`src/design/pic_ram.sv`:
```
module pic_ram #(
    parameter int WIDTH = 8,
    parameter int DEPTH = 16
) (
    input  logic                                          clk,
    input  logic                                          wr_en,
    input  logic [((DEPTH > 1) ? $clog2(DEPTH) : 1)-1:0]  wr_addr,
    input  logic [WIDTH-1:0]                              wr_data,
    input  logic                                          rd_en,
    input  logic [((DEPTH > 1) ? $clog2(DEPTH) : 1)-1:0]  rd_addr,
    output logic [WIDTH-1:0]                              rd_data
);

    logic [WIDTH-1:0] mem [DEPTH];
    logic [WIDTH-1:0] rd_data_reg;

    always_ff @(posedge clk)
    begin
        if (wr_en)
        begin
            mem[wr_addr] <= wr_data;
        end
        if (rd_en)
        begin
            rd_data_reg <= mem[rd_addr];
        end
    end

    assign rd_data = rd_data_reg;

endmodule

```
`config.mk`:
```
export PLATFORM = sky130hd
export DESIGN_NAME = pic_ram
export DESIGN_NICKNAME = d
export VERILOG_FILES = /design/src/design/pic_ram.sv
export SDC_FILE = /design/constraint.sdc
export NUM_CORES = 1
export LEC_CHECK = 0
export BUFFER_PORTS_ARGS = -buffer_cell sky130_fd_sc_hd__buf_2
export CAP_MARGIN = 0
export CELL_PAD_IN_SITES_DETAIL_PLACEMENT = 1
export CELL_PAD_IN_SITES_GLOBAL_PLACEMENT = 2
export CORE_MARGIN = 10
export CORE_UTILIZATION = 40
export DETAILED_ROUTE_END_ITERATION = 7
export PLACE_DENSITY = 0.7
export SKIP_LAST_GASP = 1
export SLEW_MARGIN = 40
export SYNTH_ARGS = -nofsm -noshare
export SYNTH_HDL_FRONTEND = slang
export SYNTH_SLANG_ARGS = --single-unit
```
`constraint.sdc`:
```
create_clock -name clk -period 2 [get_ports clk]
set_input_delay 0.1 -clock clk [delete_from_list [all_inputs] [get_ports clk]]
set_output_delay 0.1 -clock clk [all_outputs]
set_load 0.01 [all_outputs]
```
==> results of run 1 <==
per-layer routing:
metal	track usage, %	vias to the layer above	part of all wire (%)
li1	-	1098	-
met1	15.6	1320	43
met2	20.1	69	50
met3	3.70	15	5.7
met4	5.99	0	1.9
met5	0	-	0
stage by stage:
step	instances	hold WS, ns	power, µW	worst slack [ns]	utilization, %
2_1_floorplan	229	0.199	3450	0.407	-
3_3_place_gp	439	0.488	3590	0.308	44.6
3_5_place_dp	439	0.479	3600	0.279	44.6
4_1_cts	471	0.0433	6900	0.481	49.6
5_1_grt	471	0.0410	7080	0.409	49.6
6_report	472	0.0530	6830	0.512	49.6
cells in the mapped netlist:
cell	n	area, µm²
a22oi_1	16	120
and2_1	1	6.26
and2b_1	1	7.51
buf_2	3	15.0
buf_4	1	7.51
buf_6	3	33.8
clkdlybuf4s25_2	3	30.0
edfxtp_1	136	4080
mux4_1	14	368
mux4_2	18	405
nand2_1	9	33.8
nand2b_1	2	12.5
nand3_1	1	5.00
nand3b_1	2	15.0
nor2_1	13	48.8
nor2b_1	1	6.26
nor3_1	4	20.0
or3b_2	1	8.76
power groups by stage:
stage / sequential [µW] / clock [µW] / combinational (µW)
after CTS: 3230 / 3360 / 308
after global routing: 3240 / 3520 / 329
after detailed placement: 3290 / 0 / 307
final: 3230 / 3300 / 301
after floorplan: 3290 / 0 / 162
after global placement: 3290 / 0 / 302
worst max-delay path, stage by stage, from the launching register on:
cell and delay, ns:
edfxtp_1 0.37, mux4_1 0.54, a22oi_1 0.25, nand2_1 0.08
cell families after synthesis:
group	Yosys count	share of synthesized area (%)
flops	136	78.1
simple gates	35	3.14
mux	32	14.8
compound gates	16	2.30
buf+inv	10	1.65
final timing paths:
check | start | endpoint | slack [ns] | depth (start not counted)
worst max-delay path | mem[1][3] | rd_data[3] | 0.51 | 3
worst min register to register | mem[15][3] | rd_data[3] | 0.77 | 3
worst max register to register | mem[1][3] | rd_data[3] | 0.51 | 3
worst min-delay path | rd_en | rd_data[1] | 0.05 | 1
cell type report:
class | count | area [µm²] | area share [%]
antenna | 1 | 2.50 | 0.0397
clock buffer | 18 | 429 | 6.80
clock inverter | 14 | 203 | 3.21
multi-input combinational | 83 | 1060 | 16.8
sequential | 136 | 4080 | 64.7
tap | 172 | 215 | 3.41
timing repair buffer | 48 | 320 | 5.08
==> results.json, run 1 <==
{
  "worstPathArrival_ns": 1.65,
  "outcome": "completed",
  "cts.clk_slew.worst_paths_ns": 0.06,
  "drv_slew": 0,
  "post-route-period-util_pct": 74.4,
  "place_area_mm2": 0.00568,
  "hold_violations": 0,
  "ant_nets": 0,
  "pwr-share-clk_pct": 48.3,
  "clock_latency_ns": 0.41,
  "grt_pass1_vias": 2774,
  "final_cell_mix": "136 x edfxtp_1, 26 x buf_2, 20 x buf_4, 18 x mux4_2, 17 x clkbuf_16",
  "critPathKind": "flip-flop to flip-flop",
  "drive_above_1_share_pct": 32.1,
  "endpoint_kind": "flip-flop",
  "ios": 27,
  "layout_commonest_cell": "edfxtp_1",
  "synth_cell_types": 18,
  "synth_seq_cells": 136,
  "vias": 2502,
  "largest_reg_flops": 128,
  "p_comb_share_pct": 4.4,
  "die_w_um": 134,
  "postSynthAreaPerCell_um2": 22.8,
  "p_sw_uw": 1300,
  "numCtsBuffers": 17,
  "cts.sinks": 136,
  "min_period_ns": 1.49,
  "grt_pass1_wl_um": 16700,
  "yosysWarnings": 0,
  "synth_cells": 229,
  "synth_nets": 248,
  "area_growth_pct": 20.7,
  "drtIter0Drc": 222,
  "ctsRootBufferMaster": "clkbuf_16",
  "p_leak_uw": 0.00214,
  "cp-start-kind": "flip-flop",
  "power.density_mw_per_mm2": 1080,
  "swShare_pct": 19.0,
  "start_util_pct": 41.1,
  "cts_setup_buffers": 0,
  "die_h_um": 134,
  "h-tree-depth": 4,
  "rsz0062_at_grt": "no",
  "vias_per_cell": 5.30,
  "cp_max_fo": 1,
  "design_area_mm2": 0.00631,
  "dpl.hpwl_um": 7090,
  "synth_seq_area_share_pct": 78.1,
  "setup_tns_ns": 0,
  "peakVddDrop_mv": 0.573,
  "max_freq_mhz": 672,
  "nets": 305,
  "gp_congestion": 0.711,
  "cts_buffer_depth": 2,
  "core_mm2": 0.0127,
  "hp-class": "input port to flip-flop",
  "drcViolationCount": 0,
  "hold_buffers": 0,
  "die_area_mm2": 0.0180,
  "rows": 41,
  "grtUsageTotal_pct": 12.7,
  "slew_headroom_pct": 70.7,
  "final.setup_skew_ns": 0.00596,
  "ctsResizeCount": 0,
  "fillCellCount": 1167,
  "p_int_uw": 5540,
  "grt_overflow": 0,
  "pwr-share-seq_pct": 47.3,
  "finalWirelength_um": 10800,
  "setup_viol": 0,
  "antenna_found_initial": 1,
  "worst_ep_required_time_ns": 2.16,
  "maxCapViolations": 0,
  "io_buffers": 26,
  "firstDrtPassIters": 4,
  "netlist_area_mm2": 0.00523,
  "post_drt_wl_per_cell_um": 22.8,
  "cts_tree": "done",
  "worst_slew_pin_slew_ns": 0.440,
  "grt_max_degree": 19
}
Note: power is estimated with default switching activity, not from simulation.
==> run 2: changes to the inputs <==
clock period = 1.4 ns   (was 2 ns; I/O delays follow)
==> results.json, run 2 (same netlist as run 1, synthesis figures left out) <==
{
  "antenna_found_initial": 0,
  "grtUsageTotal_pct": 13.3,
  "worst_ep_required_time_ns": 1.55,
  "ios": 27,
  "fillCellCount": 1179,
  "peakVddDrop_mv": 0.913,
  "pwr-share-clk_pct": 46.5,
  "endpoint_kind": "flip-flop",
  "cts.clk_slew.worst_paths_ns": 0.05,
  "drtIter0Drc": 178,
  "numCtsBuffers": 17,
  "grt_pass1_wl_um": 17400,
  "ctsRootBufferMaster": "clkbuf_16",
  "drive_above_1_share_pct": 38.7,
  "slowest_delay_ns": 0.50,
  "cts_tree": "done",
  "max_freq_mhz": 695,
  "place_area_mm2": 0.00574,
  "outcome": "finished, violations left",
  "maxCapViolations": 0,
  "failed_checks": "setup timing",
  "nets": 307,
  "worstPathArrival_ns": 1.59,
  "clock_latency_ns": 0.40,
  "drcViolationCount": 0,
  "slew_headroom_pct": 62.3,
  "h-tree-depth": 4,
  "crit_family": "multiplexers",
  "cp_max_fo": 1,
  "finalWirelength_um": 11100,
  "worst_slew_pin_slew_ns": 0.565,
  "ant_nets": 0,
  "rsz0062_at_grt": "yes",
  "min_period_ns": 1.44,
  "hold_violations": 0,
  "r2r_slack_ns": -0.04,
  "grt_overflow": 0,
  "area_growth_pct": 21.4,
  "pwr-share-seq_pct": 48.4,
  "grt_pass1_vias": 2743,
  "core_mm2": 0.0127,
  "cp_num_buf_inv": 0,
  "swShare_pct": 18.9,
  "setup_viol": 4,
  "n_antenna_cell": 0,
  "path_cells": "mux4_2 > a22oi_2 > nand2_1",
  "post-route-period-util_pct": 103,
  "start_util_pct": 41.1,
  "hp-class": "input port to flip-flop",
  "p_comb_share_pct": 5.1,
  "cts.sinks": 136,
  "p_leak_uw": 0.00211,
  "fin_util_pct": 49.9,
  "rows": 41,
  "fin_ws_ns": -0.0383,
  "grt_max_degree": 17,
  "largest_reg_flops": 128,
  "die_h_um": 134,
  "final_cell_mix": "136 x edfxtp_1, 27 x mux4_2, 26 x buf_2, 19 x buf_4, 17 x clkbuf_16",
  "totalPowerFinal_uw": 9530,
  "post_drt_wl_per_cell_um": 23.6,
  "critPathKind": "flip-flop to flip-flop",
  "vias": 2511,
  "p_int_uw": 7730,
  "cp-start-kind": "flip-flop",
  "die_area_mm2": 0.0180,
  "hold_buffers": 0,
  "design_area_mm2": 0.00635,
  "vias_per_cell": 5.32,
  "layout_commonest_cell": "edfxtp_1",
  "final.setup_skew_ns": 0.00697,
  "dpl.hpwl_um": 7120,
  "p_sw_uw": 1800,
  "power.density_mw_per_mm2": 1500,
  "io_buffers": 26,
  "drv_slew": 0,
  "die_w_um": 134,
  "gp_congestion": 0.689,
  "cp_slowest_cell": "mux4_2",
  "cts_buffer_depth": 2,
  "firstDrtPassIters": 4
}
-- run 2: changes by cell type in the layout (fill, tap and decap cells not counted), sizes merged --
cell,previous run,this run
bufinv,5,4
inv,1,0
diode,1,0
clkbuf,18,19
buf,48,50
-- run 2: power by group through the flow --
stage	Sequential [µW]	Combinational (µW)	Clock, µW
5_1_grt	4620	529	4720
3_5_place_dp	4700	469	0
6_report	4620	484	4430
4_1_cts	4620	491	4500
3_3_place_gp	4690	461	0
2_1_floorplan	4700	232	0
-- run 2: through the flow --
stage / setup WS, ns / std cells / setup TNS [ns] / hold WS [ns]
after floorplan: 0.0476 / 229 / 0 / 0.169
after global placement: -0.293 / 442 / -1.71 / 0.458
after detailed placement: -0.292 / 442 / -1.74 / 0.467
after CTS: -0.0496 / 472 / -0.147 / 0.0439
after global routing: -0.0810 / 472 / -0.440 / 0.0394
final: -0.0383 / 472 / -0.0660 / 0.0543
-- run 2: path summary, 6_finish.rpt --
kind / to / cells after the start / from
worst max-delay path: rd_data[6] / 3 / mem[11][6]
worst min-delay path: mem[13][1] / 1 / wr_data[1]
worst max register to register: rd_data[6] / 3 / mem[11][6]
worst min register to register: rd_data[2] / 3 / mem[7][2]
-- run 2: routing by layer --
metal  global-route usage, %  wire length (µm)
met4                    4.17               125
met3                    3.66               335
met1                    17.5              5040
met5                       0                 0
met2                    21.0              5640
-- run 2: area by class of cell --
class / count / area, µm² / share of cell area, %
Multi-Input combinational cell: 83 / 1080 / 17.1
Timing Repair Buffer: 50 / 373 / 5.88
Clock inverter: 12 / 158 / 2.48
Tap cell: 172 / 215 / 3.39
Clock buffer: 19 / 433 / 6.82
Sequential cell: 136 / 4080 / 64.4
-- run 2: repair_timing --
| action | 4_1_cts | 5_1_grt |
|---|---|---|
| setup endpoints to repair | 8 | 8 |
| cloned | 0 | 0 |
| pin swaps | 7 | 3 |
| setup buffers | 0 | 0 |
| resized for setup | 17 | 2 |
-- run 2: worst reg2reg max path: cells and delay by family (launching register included) --
family,cells,cell delay (ns)
multiplexers,1,0.50
flip-flops,1,0.37
AO/OA/AOI/OAI,1,0.24
AND/OR/NAND/NOR,1,0.08
==> run 3: changes to the inputs <==
CORE_UTILIZATION = 48   (was 40)
PLACE_DENSITY = 0.81   (was 0.7)
==> results.json, run 3 (same netlist as run 1, synthesis figures left out) <==
{
  "final.setup_skew_ns": 0.00548,
  "hold_ws_ns": 0.121,
  "dpl.hpwl_um": 6840,
  "worst_ep_required_time_ns": 1.65,
  "slew_headroom_pct": 40.3,
  "maxCapViolations": 0,
  "numCtsBuffers": 17,
  "n_antenna_cell": 0,
  "ios": 27,
  "rows": 38,
  "drtIter0Drc": 172,
  "hp-class": "input port to flip-flop",
  "io_buffers": 26,
  "area_growth_pct": 20.3,
  "cp_num_buf_inv": 0,
  "finalWirelength_um": 10700,
  "failed_checks": "setup timing",
  "endpoint_kind": "flip-flop",
  "vias_per_cell": 5.55,
  "place_area_mm2": 0.00567,
  "cts.clk_slew.worst_paths_ns": 0.06,
  "cp_max_fo": 1,
  "gp_congestion": 0.694,
  "drv_slew": 0,
  "design_area_mm2": 0.00629,
  "hold_violations": 0,
  "p_leak_uw": 0.00208,
  "peakVddDrop_mv": 0.620,
  "core_mm2": 0.0107,
  "die_h_um": 124,
  "die_w_um": 124,
  "clock_latency_ns": 0.51,
  "grt_pass1_wl_um": 16600,
  "max_freq_mhz": 697,
  "rsz0062_at_grt": "yes",
  "ant_nets": 0,
  "totalPowerFinal_uw": 8990,
  "h-tree-depth": 4,
  "worst_slew_pin_slew_ns": 0.893,
  "path_cells": "mux4_2 > a22oi_2 > nand2_1",
  "layout_commonest_cell": "edfxtp_1",
  "ctsRootBufferMaster": "clkbuf_8",
  "firstDrtPassIters": 4,
  "fin_util_pct": 58.5,
  "crit_family": "multiplexers",
  "worstPathArrival_ns": 1.69,
  "cts.sinks": 136,
  "drcViolationCount": 0,
  "grt_pass1_vias": 2744,
  "cp_slowest_cell": "mux4_2",
  "post_drt_wl_per_cell_um": 23.9,
  "final_cell_mix": "136 x edfxtp_1, 30 x mux4_2, 26 x buf_2, 16 x clkbuf_16, 16 x buf_4",
  "critPathKind": "flip-flop to flip-flop",
  "grt_max_degree": 19,
  "nets": 313,
  "cp-start-kind": "flip-flop",
  "slowest_delay_ns": 0.51,
  "largest_reg_flops": 128,
  "dp_slack_ns": -0.287,
  "outcome": "finished, violations left",
  "cts_tree": "done",
  "vias": 2479,
  "antenna_found_initial": 0,
  "grtUsageTotal_pct": 14.3,
  "min_period_ns": 1.43,
  "fillCellCount": 947,
  "die_area_mm2": 0.0155,
  "cts_buffer_depth": 2,
  "power.density_mw_per_mm2": 1430,
  "fin_ws_ns": -0.0347,
  "post-route-period-util_pct": 102,
  "drive_above_1_share_pct": 38.8,
  "grt_overflow": 0,
  "start_util_pct": 48.6,
  "setup_viol": 3,
  "r2r_slack_ns": -0.03
}
## run 3: timing repair
item,in CTS,in global routing
endpoints found under the setup margin,8,8
gates resized for setup,15,6
setup buffers,0,0
hold endpoints to repair,136,0
hold buffers,9,0
pin swaps,6,4
## run 3: path summary, 6_finish.rpt
path              startpoint    endpoint  cells past startpoint
setup reg to reg  mem[11][6]  rd_data[6]                      3
hold reg to reg   mem[14][4]  rd_data[4]                      3
hold / removal    wr_addr[0]   mem[0][5]                      3
setup / recovery  mem[11][6]  rd_data[6]                      3
## run 3: through the flow
stage | setup TNS [ns] | cells
finish | -0.0468 | 447
global route | -0.305 | 447
CTS | -0.0768 | 447
detailed placement | -1.55 | 406
global placement | -1.37 | 406
floorplan | 0 | 229
## run 3: layout make-up
| class | instances | area [µm²] | area share [%] |
|---|---|---|---|
| multi-input cells | 83 | 1060 | 16.9 |
| well taps | 140 | 175 | 2.78 |
| repair buffers | 56 | 440 | 7.00 |
| clock buffers | 17 | 414 | 6.58 |
| clock inverters | 15 | 113 | 1.79 |
| flip-flops and latches | 136 | 4080 | 64.9 |
## run 3: layer usage
layer,vias to the layer above,track usage [%],wire length (µm)
li1,1101,-,-
met1,1316,18.6,4670
met2,56,22.8,5550
met3,6,3.83,369
met4,0,4.93,82
met5,-,0,0
## run 3: worst reg2reg max path, cell delays in order (launching register included)
cell	delay, ns
edfxtp_1	0.38
mux4_2	0.51
a22oi_2	0.22
nand2_1	0.07
## run 3: report_power, final
group          total (µW)  switching (µW)  internal [µW]
logic                 482             259            223
registers            4620            28.5           4590
clock network        3890            1570           2310
