File: config.mk
export PLATFORM = sky130hd
export DESIGN_NAME = pic_scan
export DESIGN_NICKNAME = d
export VERILOG_FILES = /design/src/design/pic_pkg.sv /design/src/design/pic_scan.sv
export SDC_FILE = /design/constraint.sdc
export NUM_CORES = 1
export LEC_CHECK = 0
export BUFFER_PORTS_ARGS = -buffer_cell sky130_fd_sc_hd__buf_2
export CORE_MARGIN = 2
export CORE_UTILIZATION = 40
export CTS_CLUSTER_DIAMETER = 100
export CTS_CLUSTER_SIZE = 24
export DETAILED_ROUTE_END_ITERATION = 8
export PLACE_DENSITY = 0.7
export SETUP_SLACK_MARGIN = 0.1
export SLEW_MARGIN = 20
export SYNTH_ARGS = -nofsm -noshare
export SYNTH_HDL_FRONTEND = slang
export SYNTH_SLANG_ARGS = --single-unit
export TNS_END_PERCENT = 1
File: constraint.sdc
create_clock -name clk -period 2.6 [get_ports clk]
set_input_delay 0.52 -clock clk [delete_from_list [all_inputs] [get_ports clk]]
set_output_delay 0.52 -clock clk [all_outputs]
set_load 0.1 [all_outputs]
File: src/design/pic_pkg.sv
package pic_pkg;

    localparam int MAX_INTERVALS = 1024;

    localparam int POS_W   = 31;
    localparam int CNTR_W  = 32;
    localparam int CMD_W   = 2;
    localparam int ADDR_W  = (MAX_INTERVALS > 1) ? $clog2(MAX_INTERVALS) : 1;
    localparam int CNT_W   = $clog2(MAX_INTERVALS + 1);
    localparam int ENTRY_W = 2 * POS_W;

    localparam int IN_DATA_W  = ((3 * POS_W + 7) / 8) * 8;
    localparam int OUT_BITS   = 3 * CNTR_W + 1;
    localparam int OUT_DATA_W = ((OUT_BITS + 7) / 8) * 8;

    typedef enum logic [CMD_W-1:0] {
        CMD_CLEAR  = 2'd0,
        CMD_ADD    = 2'd1,
        CMD_QUERY  = 2'd2,
        CMD_REPORT = 2'd3
    } cmd_t;

    typedef struct packed {
        logic             go;
        logic [POS_W-1:0] point;
        logic [CNT_W-1:0] count;
    } scan_req_t;

    typedef struct packed {
        logic done;
        logic hit;
    } scan_rsp_t;

endpackage

File: src/design/pic_scan.sv
module pic_scan
    import pic_pkg::*;
(
    input  logic               clk,
    input  logic               rst_n,
    input  scan_req_t          req,
    output logic               rd_en,
    output logic [ADDR_W-1:0]  rd_addr,
    input  logic [ENTRY_W-1:0] rd_data,
    output scan_rsp_t          rsp
);

    logic             issuing_reg, issuing_next;
    logic             cmp_valid_reg, cmp_valid_next;
    logic             cmp_last_reg, cmp_last_next;
    logic             hit_reg, hit_next;
    logic [CNT_W-1:0] addr_reg, addr_next;
    logic [CNT_W-1:0] last_reg, last_next;
    logic [POS_W-1:0] point_reg, point_next;

    logic [POS_W-1:0] entry_start;
    logic [POS_W-1:0] entry_end;
    logic             entry_hit;
    logic             at_last;

    // entry layout: start in the low half, end in the high half
    assign entry_start = rd_data[POS_W-1:0];
    assign entry_end   = rd_data[ENTRY_W-1:POS_W];
    assign entry_hit   = cmp_valid_reg && (entry_start <= point_reg) && (entry_end >= point_reg);
    assign at_last     = (addr_reg == last_reg);

    assign rd_en   = issuing_reg;
    assign rd_addr = addr_reg[ADDR_W-1:0];

    assign rsp.done = cmp_valid_reg && cmp_last_reg;
    assign rsp.hit  = hit_reg || entry_hit;

    always_comb
    begin
        issuing_next   = issuing_reg;
        cmp_valid_next = issuing_reg;
        cmp_last_next  = issuing_reg && at_last;
        hit_next       = hit_reg || entry_hit;
        addr_next      = addr_reg;
        last_next      = last_reg;
        point_next     = point_reg;
        if (req.go)
        begin
            issuing_next = 1'b1;
            hit_next     = 1'b0;
            addr_next    = '0;
            last_next    = req.count - CNT_W'(1);
            point_next   = req.point;
        end
        else if (issuing_reg)
        begin
            addr_next = addr_reg + CNT_W'(1);
            if (at_last)
            begin
                issuing_next = 1'b0;
            end
        end
    end

    always_ff @(posedge clk or negedge rst_n)
    begin
        if (!rst_n)
        begin
            issuing_reg   <= 1'b0;
            cmp_valid_reg <= 1'b0;
            cmp_last_reg  <= 1'b0;
            hit_reg       <= 1'b0;
            addr_reg      <= '0;
            last_reg      <= '0;
        end
        else
        begin
            issuing_reg   <= issuing_next;
            cmp_valid_reg <= cmp_valid_next;
            cmp_last_reg  <= cmp_last_next;
            hit_reg       <= hit_next;
            addr_reg      <= addr_next;
            last_reg      <= last_next;
        end
    end

    always_ff @(posedge clk)
    begin
        point_reg <= point_next;
    end

`ifndef ASSERT_OFF
    a_no_go_while_busy: assert property (@(posedge clk) disable iff (!rst_n)
        req.go |-> !issuing_reg && !cmp_valid_reg)
        else $error("scan started while busy");

    a_addr_in_range: assert property (@(posedge clk) disable iff (!rst_n)
        issuing_reg |-> addr_reg <= last_reg)
        else $error("scan address past last entry");

    a_done_ends_scan: assert property (@(posedge clk) disable iff (!rst_n)
        rsp.done |-> !issuing_reg)
        else $error("scan done while reads still issuing");
`endif

endmodule

==> implementation parameters, run 1 <==
Parameter                              Value

Status
  Status ... finished, violations left
  Failing checks ... negative setup slack

Pwr
  Lkg Pwr ... 2.379 nW
  P per Cell Area ... roughly 500 nW/um^2
  VDD IR max ... 0.2373 mV

Synthesis
  Post-synth net total ... 542
  Async set-or-reset flop fraction in the synthesized netlist ... 0.4561
  Avg Synthesized Cell Area ... 10.27 sq um
  Post-synthesis cell area ... ~3800 sq um
  EDFF count, synth ... 31
  Post-synthesis cell count ... 371
  Yosys top cell area share ... 0.2443
  Synth area leader ... sky130_fd_sc_hd__edfxtp_1
  Number of library cell types mapped by synthesis ... 41
  Number of register bits inferred by synthesis ... 57
  Sequential share of the synthesized area ... 0.4150
  Yosys warning count ... 0
  Top cells by area, synth ... sky130_fd_sc_hd__edfxtp_1 (24%), sky130_fd_sc_hd__ha_1 (21%), sky130_fd_sc_hd__dfrtp_1 (17%)
  Primary FF master, synth ... sky130_fd_sc_hd__edfxtp_1

Final layout
  Post-Layout Cell Count ... 630
  Flip-flop count of the largest register, all copies and words added ... 31
  Final-stage net count ... 667
  Most frequent cells in the layout ... sky130_fd_sc_hd__buf_2 (118), sky130_fd_sc_hd__ha_1 (48), sky130_fd_sc_hd__nor2_1 (33)
  ANT cells ... 0
  Final core utilization ... 0.5458
  Most common cell after layout, fill and taps aside ... sky130_fd_sc_hd__buf_2
  Layout Area Growth over Synthesis ... 32.34%
  Layout cell share with drive strength beyond 1 ... 0.3752

Worst setup path
  Worst reg-to-reg path cell count ... 11
  Bufs and invs on worst path ... 3
  Sequence of cells on the critical path ... inv_1 > ha_1 > nand4_1 > nor4_2 > buf_4 > nand2_1 > a22o_1 > o21bai_4 > buf_12
  Cell with the largest stage delay on the worst path ... sky130_fd_sc_hd__edfxtp_1
  Cell class contributing the biggest share of worst-path delay ... simple AND/OR/NAND/NOR gates
  Data required, critical path ... 2.08 ns
  Biggest cell delay along the critical path ... approximately 0.32 ns
  CP max FO ... 3
  Sort of element at the start of the critical path ... flip-flop
  Kind of critical path ... flip-flop to output port
  Critical Path Stages ... 9
  Arrival time at the worst endpoint ... 2.27 ns
  Worst setup EP type ... output port

Detailed routing
  Initial detailed-routing violation count ... 84
  TritonRoute pass-1 iters ... 4
  Post-Route WL ... 9143 um
  Per-cell via count in the routed design ... 4.994
  DRC violations left ... 0
  Post-DRT Antenna Nets ... 0
  Average wire length per cell after detail routing ... between 10 and 15 um
  Via total after detailed routing ... 3146

Timing
  Number of failing hold endpoints at the final stage ... 0
  Worst setup skew after layout ... 0.005639 ns
  Post-route minimum period ... 2.791 ns
  Slack of the critical path ... -0.1911 ns
  Final number of max-transition violations ... 0
  Tightest slew margin relative to the limit ... 0.5641
  Setup repair after global routing missed its margin ... true
  Timing-limited maximum frequency ... 358.3 MHz
  Setup Viol. Count Final ... 1
  Slew of the pin with the lowest slew margin ... roughly 0.65 ns
  Fraction of the cycle the final worst path needs ... 1.074

GRT
  Aggregate global-route resource usage ... 0.1851
  Total gr overflow ... 0
  First-pass GRT wire length ... 14620 um
  Vias in the first global route ... ~3200
  Initial antenna violation count ... 0
  Largest net degree at the start of global routing ... 35

Die
  Starting utilization of the core area ... 0.4125
  Die span in y ... 101.6 um
  Die W ... about 100 um
  Die Outline Area ... 10320 sq um
  Standard cell core area ... 9240 sq um
  I/O pin count ... 120
  Count of standard-cell rows ... 35

Worst hold path
  Worst min-delay path category ... primary input to asynchronous set/reset pin

Clock tree
  Number of buffers on the longest clock path ... 2
  Maximum level of the CTS H-tree ... 3
  Clock tree from TritonCTS ... built
  Clock latency reported for the late side of the worst-skew pair ... 0.34 ns
  CTS clock-pin slew for the worst setup and hold paths ... 0.06 ns
  Root Buffer ... sky130_fd_sc_hd__clkbuf_8
  Total clock sinks ... 57
  Clock buffers created by TritonCTS ... 9
  # hold bufs at CTS ... 0

Placed design
  Hpwl dp ... 7235 um
  Count of buffers from port buffering ... roughly 120
  Total placed cells including tap cells ... 609
  Global placer's final weighted congestion ... ~0.84

Job
  Count of max-cap constraint violations ... 0
## cell usage after synthesis, types with 4 or more instances
library cell / count
sky130_fd_sc_hd__edfxtp_1: 31
sky130_fd_sc_hd__a21oi_1: 30
sky130_fd_sc_hd__nand2_1: 17
sky130_fd_sc_hd__o21ai_0: 5
sky130_fd_sc_hd__xnor2_1: 8
sky130_fd_sc_hd__nor2_1: 33
sky130_fd_sc_hd__o21ai_1: 7
sky130_fd_sc_hd__nand3_1: 9
sky130_fd_sc_hd__nand4_1: 14
sky130_fd_sc_hd__nor3_1: 4
sky130_fd_sc_hd__nor4_1: 5
sky130_fd_sc_hd__xor2_1: 19
sky130_fd_sc_hd__ha_1: 64
sky130_fd_sc_hd__a211oi_1: 5
sky130_fd_sc_hd__buf_4: 10
sky130_fd_sc_hd__dfrtp_1: 26
sky130_fd_sc_hd__inv_1: 38
sky130_fd_sc_hd__a21o_1: 6
sky130_fd_sc_hd__clkbuf_1: 5
## worst register-to-register path: cells and delay by family, from the launching register on
family / cells / cell delay (ns)
buffers and inverters: 4 / 0.42
AO/OA/AOI/OAI: 4 / 0.79
adder cells (fa/ha/maj): 1 / 0.20
AND/OR/NAND/NOR: 2 / 0.30
flip-flops: 1 / 0.40
## area by class of cell
type / count / area, sq um
multi-input combinational: 260 / 2256
inverter: 38 / 142.6
clock inverter: 5 / 55.05
timing repair buffer: 130 / 705.7
clock buffer: 11 / 141.4
fill: 823 / 4197
sequential: 57 / 1582
tap: 129 / 161.4
## layer usage
| metal | wire, um | track usage |
|---|---|---|
| met3 | 559 | 0.04348 |
| met4 | 215 | 0.07900 |
| met5 | 0 | 0 |
| met2 | 4592 | 0.3300 |
| met1 | 3776 | 0.2110 |
## through the flow
stage                     worst slack [ns]  power [mW]  hold slack [ns]  setup TNS (ns)  instance area (sq um)
after floorplan                   0.004614       1.417           0.2244               0                   3899
after global placement             -0.1784       1.610           0.5231         -0.1784                   4629
after detailed placement           -0.2015       1.643           0.5334         -0.2015                   4629
after CTS                          -0.1956       2.540           0.1905         -0.1956                   5044
after global routing               -0.3325       2.662           0.2228         -0.3325                   5044
final                              -0.1911       2.506           0.1843         -0.1911                   5044
## path summary, 6_finish.rpt
kind,start,endpoint,slack [ns]
min in group clk,req[20],point_reg[9],0.35
max in group asynchronous,rst_n,hit_reg,2.03
max,point_reg[22],rsp[0],-0.19
min reg2reg,last_reg[0],last_reg[0],0.54
min,rst_n,last_reg[9],0.18
max reg2reg,point_reg[13],hit_reg,0.38
## power by group
group | internal [mW] | switching, mW | total, mW
sequential | 1.02 | 0.0320 | 1.05
clock | 0.465 | 0.356 | 0.822
combinational | 0.287 | 0.342 | 0.629
## what timing repair did
item | in CTS | in global routing
resized for setup | 31 | 0
endpoints found under the setup margin | 1 | 1
pin swaps | 20 | 0
setup buffers | 5 | 0
## cell families (layout without fill, tap and decap cells)
group                    count (synthesis)  in the layout  share of synthesized area
AND/OR/NAND/NOR                        102            102                     0.1412
adder cells (fa/ha/maj)                 64             64                     0.2101
AO/OA/AOI/OAI                           64             64                     0.1001
flip-flops                              57             57                     0.4150
buffers and inverters                   54            184                    0.06336
XOR/XNOR                                27             27                    0.06205
multiplexers                             3              3                   0.008207
Power figures use the tool's default switching activity.
==> run 2, diff against run 1 <==
--- a/config.mk
+++ b/config.mk
@@ -6,6 +6,7 @@
 export NUM_CORES = 1
 export LEC_CHECK = 0
 export BUFFER_PORTS_ARGS = -buffer_cell sky130_fd_sc_hd__buf_2
+export CORE_ASPECT_RATIO = 1.75
 export CORE_MARGIN = 2
 export CORE_UTILIZATION = 40
 export CTS_CLUSTER_DIAMETER = 100
==> run 2 against run 1 <==
Net effect: the run still ends with negative setup slack left; final cell count grew 0.32%; critical path type unchanged; highest routed layer unchanged; critical path depth stayed put; die area is 0.30% higher; total power grew 17%; largest cell class unchanged; via count up 2.3%.
==> implementation parameters, run 2 (synthesized netlist as in run 1, its figures left out) <==
Parameter                              Value

Status
  Status ... finished, violations left
  Failing checks ... negative setup slack

Detailed routing
  Per-cell via count in the routed design ... roughly 5
  Via total after detailed routing ... between 3000 and 4000
  Post-DRT Antenna Nets ... 0
  TritonRoute pass-1 iters ... 4
  DRC violations left ... 0
  Initial detailed-routing violation count ... 68
  Average wire length per cell after detail routing ... ~16 um
  Post-Route WL ... between 10000 and 15000 um

Final layout
  Layout Area Growth over Synthesis ... 41.56%
  Layout cell share with drive strength beyond 1 ... 0.4529
  Register area ... 1582 sq um
  Design Area, Final ... ~5400 sq um
  ANT cells ... 0
  Most frequent cells in the layout ... sky130_fd_sc_hd__buf_2 (118), sky130_fd_sc_hd__ha_1 (38), sky130_fd_sc_hd__nor2_1 (33)
  Flip-flop count of the largest register, all copies and words added ... 31
  Post-Layout Cell Count ... 632
  Most common cell after layout, fill and taps aside ... sky130_fd_sc_hd__buf_2
  Final core utilization ... 0.5770
  Fillers ... 781
  Final-stage net count ... 676
  Multi-input gate area ... 2455 sq um

Timing
  Fraction of the cycle the final worst path needs ... 1.094
  Final number of max-transition violations ... 0
  Number of failing hold endpoints at the final stage ... 0
  Slew of the pin with the lowest slew margin ... ~0.66 ns
  Worst setup skew after layout ... 0.007007 ns
  Setup Viol. Count Final ... 1
  Tightest slew margin relative to the limit ... 0.5599
  Setup repair after global routing missed its margin ... true
  Worst hold slack across all endpoints ... 0.1869 ns
  Slack of the critical path ... -0.2443 ns
  Timing-limited maximum frequency ... approximately 350 MHz
  Post-route minimum period ... 2.844 ns
  Setup TNS after final layout ... -0.2443 ns

Die
  I/O pin count ... between 100 and 150
  Standard cell core area ... 9350 sq um
  Die Outline Area ... 10360 sq um
  Count of standard-cell rows ... 47
  Starting utilization of the core area ... 0.4076
  Die span in y ... 133.1 um
  Die W ... between 70 and 80 um

Placed design
  Placed standard-cell area ... around 4700 sq um
  Global placer's final weighted congestion ... 0.8509
  Hpwl dp ... 7785 um
  Count of buffers from port buffering ... between 100 and 150
  Total placed cells including tap cells ... 608

Clock tree
  Total clock sinks ... 57
  Maximum level of the CTS H-tree ... 3
  Root Buffer ... sky130_fd_sc_hd__clkbuf_16
  # hold bufs at CTS ... 0
  Clock buffers created by TritonCTS ... 9
  Clock tree from TritonCTS ... built
  CTS clock-pin slew for the worst setup and hold paths ... 0.05 ns
  Clock latency reported for the late side of the worst-skew pair ... 0.33 ns
  Number of buffers on the longest clock path ... 2

GRT
  Met3 layer usage reported by global route ... 0.05759
  Met2 track demand over resource ... 0.3721
  Most Crowded Layer GR ... met2
  Total gr overflow ... 0
  Vias in the first global route ... 3488
  Initial antenna violation count ... 0
  GRT met1 Usage ... 0.1851
  Aggregate global-route resource usage ... 0.1980
  First-pass GRT wire length ... 15620 um
  Largest net degree at the start of global routing ... 29

Job
  Count of max-cap constraint violations ... 0

Pwr
  Lkg Pwr ... ~2.5 nW
  VDD IR max ... 0.4525 mV
  P per Cell Area ... 544.5 nW/um^2

Worst setup path
  Sort of element at the start of the critical path ... flip-flop
  Arrival time at the worst endpoint ... 2.32 ns
  Worst setup EP type ... output port
  Data required, critical path ... 2.08 ns
  Kind of critical path ... flip-flop to output port
  CP max FO ... 2

Worst hold path
  Worst min-delay path category ... primary input to asynchronous set/reset pin
## run 2: cell types whose count changed in the layout (fill, tap and decap cells not counted), sizes merged
cell,change
clkinv,-2
clkbuf,-1
buf,+9
inv,+3
## run 2: stage by stage
step	power (mW)	setup WS, ns
after floorplan	1.417	0.004614
after global placement	1.627	-0.1599
after detailed placement	1.656	-0.2147
after CTS	2.902	-0.2131
after global routing	3.094	-0.3290
final	2.938	-0.2443
## run 2: layout make-up
| cell class | instances | share of cell area |
|---|---|---|
| Clock buffer | 10 | 0.04429 |
| Clock inverter | 6 | 0.01183 |
| Inverter | 38 | 0.02644 |
| Multi-Input combinational cell | 260 | 0.4550 |
| Sequential cell | 57 | 0.2931 |
| Tap cell | 122 | 0.02829 |
| Timing Repair Buffer | 139 | 0.1410 |
## run 2: path summary, 6_finish.rpt
path,from,endpoint,slack [ns],cells after the start
max reg2reg,point_reg[9],hit_reg,0.40,10
min in group clk,req[26],point_reg[15],0.36,1
max in group asynchronous,rst_n,addr_reg[1],2.02,1
min reg2reg,last_reg[0],last_reg[0],0.53,1
max,point_reg[9],rsp[0],-0.24,9
min,rst_n,last_reg[10],0.19,1
## run 2: layer usage
metal,vias to the layer above,routed length (um)
li1,1591,-
met1,1499,3372
met2,99,5772
met3,30,508
met4,0,378
met5,-,0
## run 2: timing repair
item	CTS	global route
buffers inserted	4	4
resized for setup	27	38
endpoints found under the setup margin	1	1
endpoints found under the hold margin	0	0
gates cloned	0	0
pin swaps	11	17
## run 2: worst max-delay path, stage by stage (launching register included)
cell,delay (ns)
sky130_fd_sc_hd__edfxtp_1,0.37
sky130_fd_sc_hd__inv_1,0.11
sky130_fd_sc_hd__ha_1,0.25
sky130_fd_sc_hd__nand4_1,0.21
sky130_fd_sc_hd__nor4_4,0.09
sky130_fd_sc_hd__a2111oi_4,0.37
sky130_fd_sc_hd__o31ai_4,0.14
sky130_fd_sc_hd__a21oi_2,0.20
sky130_fd_sc_hd__o21bai_4,0.08
sky130_fd_sc_hd__buf_12,0.17
## run 2: where the power goes
part	internal (mW)	total, mW	switching, mW	leakage (nW)
logic	0.320	0.695	0.375	1.71
registers	1.02	1.06	0.0347	0.623
clock network	0.769	1.18	0.415	0.150
==> run 3, diff against run 2 <==
--- a/config.mk
+++ b/config.mk
@@ -6,15 +6,16 @@
 export NUM_CORES = 1
 export LEC_CHECK = 0
 export BUFFER_PORTS_ARGS = -buffer_cell sky130_fd_sc_hd__buf_2
+export CELL_PAD_IN_SITES_DETAIL_PLACEMENT = 0
+export CELL_PAD_IN_SITES_GLOBAL_PLACEMENT = 1
 export CORE_ASPECT_RATIO = 1.75
 export CORE_MARGIN = 2
-export CORE_UTILIZATION = 40
+export CORE_UTILIZATION = 39
 export CTS_CLUSTER_DIAMETER = 100
 export CTS_CLUSTER_SIZE = 24
 export DETAILED_ROUTE_END_ITERATION = 8
-export PLACE_DENSITY = 0.7
+export PLACE_DENSITY = 0.86
 export SETUP_SLACK_MARGIN = 0.1
-export SLEW_MARGIN = 20
 export SYNTH_ARGS = -nofsm -noshare
 export SYNTH_HDL_FRONTEND = slang
 export SYNTH_SLANG_ARGS = --single-unit
==> run 3 against run 2 <==
Net effect: critical endpoint unchanged; maximum frequency up 1.2%; largest cell class unchanged; worst hold slack better by 0.0040 ns; sequential share of layout area up 1.7 points; the run still ends with negative setup slack left; core utilization down 3.8 points.
==> implementation parameters, run 3 (synthesized netlist as in run 1, its figures left out) <==
Parameter                              Value

Worst setup path
  CP dominant cell by count ... sky130_fd_sc_hd__a21oi_2
  Data required, critical path ... 2.08 ns
  CP max FO ... 3
  Sequence of cells on the critical path ... inv_2 > ha_1 > a21oi_2 > o21ai_2 > a2111oi_4 > o31ai_4 > a21oi_2 > o21bai_4 > buf_12
  Kind of critical path ... flip-flop to output port
  Worst setup EP type ... output port
  Cell class contributing the biggest share of worst-path delay ... compound AO/OA/AOI/OAI gates
  Biggest cell delay along the critical path ... 0.37 ns
  Arrival time at the worst endpoint ... 2.29 ns
  Sort of element at the start of the critical path ... flip-flop
  Cell with the largest stage delay on the worst path ... sky130_fd_sc_hd__edfxtp_1
  Bufs and invs on worst path ... 2

Die
  Starting utilization of the core area ... 0.4025
  Die W ... 78.73 um
  Die Outline Area ... about 11000 sq um
  Die span in y ... 134.8 um
  I/O pin count ... 120
  Count of standard-cell rows ... 47
  Standard cell core area ... 9468 sq um

Timing
  Slack of the critical path ... -0.2106 ns
  Timing-limited maximum frequency ... ~360 MHz
  Fraction of the cycle the final worst path needs ... 1.081
  Worst setup skew after layout ... ~0.0047 ns
  Post-route minimum period ... 2.811 ns
  Final number of max-transition violations ... 0
  Worst hold slack across all endpoints ... 0.1909 ns
  Number of failing hold endpoints at the final stage ... 0
  Tightest slew margin relative to the limit ... 0.6088
  Setup repair after global routing missed its margin ... true
  Setup Viol. Count Final ... 1
  Slew of the pin with the lowest slew margin ... between 0.5 and 0.6 ns

Job
  Count of max-cap constraint violations ... 0

Final layout
  Register area ... 1582 sq um
  Layout cell share with drive strength beyond 1 ... 0.3560
  Layout Area Growth over Synthesis ... 33.85%
  Design Area, Final ... about 5100 sq um
  Flip-flop count of the largest register, all copies and words added ... 31
  Multi-input gate area ... 2197 sq um
  Final core utilization ... 0.5388
  Fillers ... 881
  Final-stage net count ... 666
  Most frequent cells in the layout ... sky130_fd_sc_hd__buf_2 (118), sky130_fd_sc_hd__ha_1 (55), sky130_fd_sc_hd__nor2_1 (33)
  Most common cell after layout, fill and taps aside ... sky130_fd_sc_hd__buf_2

Worst hold path
  Worst min-delay path category ... primary input to asynchronous set/reset pin

Pwr
  Lkg Pwr ... approximately 2.4 nW
  VDD IR max ... 0.3864 mV
  Final Total Pwr ... about 2.9 mW
  P per Cell Area ... ~570 nW/um^2

GRT
  Initial antenna violation count ... 1
  Aggregate global-route resource usage ... 0.1830
  First-pass GRT wire length ... 14880 um
  Vias in the first global route ... 3364
  Total gr overflow ... 0
  Largest net degree at the start of global routing ... 45

Clock tree
  # hold bufs at CTS ... 0
  Clock latency reported for the late side of the worst-skew pair ... about 0.33 ns
  CTS clock-pin slew for the worst setup and hold paths ... roughly 0.050 ns
  Root Buffer ... sky130_fd_sc_hd__clkbuf_16
  Number of buffers on the longest clock path ... 2
  Clock buffers created by TritonCTS ... 9
  Total clock sinks ... 57
  Maximum level of the CTS H-tree ... 3
  Clock tree from TritonCTS ... built

Status
  Status ... finished, violations left
  Failing checks ... negative setup slack

Placed design
  Placed standard-cell area ... 4636 sq um
  Hpwl dp ... roughly 7600 um
  Global placer's final weighted congestion ... roughly 0.8
  Count of buffers from port buffering ... about 120

Detailed routing
  Post-Route WL ... 9404 um
  Per-cell via count in the routed design ... ~5.0
  Via total after detailed routing ... 3146
  Average wire length per cell after detail routing ... 15.09 um
  Initial detailed-routing violation count ... 83
  DRC violations left ... 0
  Post-DRT Antenna Nets ... 0
  TritonRoute pass-1 iters ... 4
[run 3: power breakdown]
| group | total [mW] | internal, mW | switching [mW] | leakage [nW] |
|---|---|---|---|---|
| Combinational | 0.619 | 0.277 | 0.341 | 1.67 |
| Sequential | 1.06 | 1.02 | 0.0318 | 0.623 |
| Clock | 1.25 | 0.852 | 0.396 | 0.155 |
[run 3: path summary, 6_finish.rpt]
kind / end / startpoint / slack [ns] / cells past startpoint
worst max-delay path: rsp[0] / point_reg[10] / -0.21 / 9
worst min-delay path: last_reg[10] / rst_n / 0.19 / 1
worst max register to register: hit_reg / point_reg[10] / 0.57 / 9
worst min register to register: last_reg[0] / last_reg[0] / 0.53 / 1
max in group asynchronous: addr_reg[6] / rst_n / 2.02 / 1
min in group clk: point_reg[15] / req[26] / 0.36 / 1
[run 3: through the flow]
step,TNS [ns],instances,setup slack [ns]
final,-0.2106,623,-0.2106
after global routing,-0.3196,623,-0.3196
after CTS,-0.2707,620,-0.2707
after floorplan,0,371,0.004614
after detailed placement,-0.2541,604,-0.2541
after global placement,-0.1976,604,-0.1976
[run 3: repair_timing]
action	4_1_cts	5_1_grt
endpoints found under the setup margin	1	1
pin swaps	7	15
hold endpoints to repair	0	0
buffers inserted	0	2
resized for setup	9	17
[run 3: final cells by class]
cell class,instances,area share
repair buffers,129,0.1383
well taps,122,0.02992
diodes,1,0.0004906
inverters,38,0.02796
multi-input cells,260,0.4307
flip-flops and latches,57,0.3100
clock buffers,15,0.05666
clock inverters,1,0.005887
[run 3: per-layer routing]
| layer | global-route usage | vias up | share of wire |
|---|---|---|---|
| li1 | - | 1577 | - |
| met1 | 0.1759 | 1446 | 0.35 |
| met2 | 0.3495 | 100 | 0.57 |
| met3 | 0.03877 | 23 | 0.049 |
| met4 | 0.1033 | 0 | 0.038 |
| met5 | 0 | - | 0 |
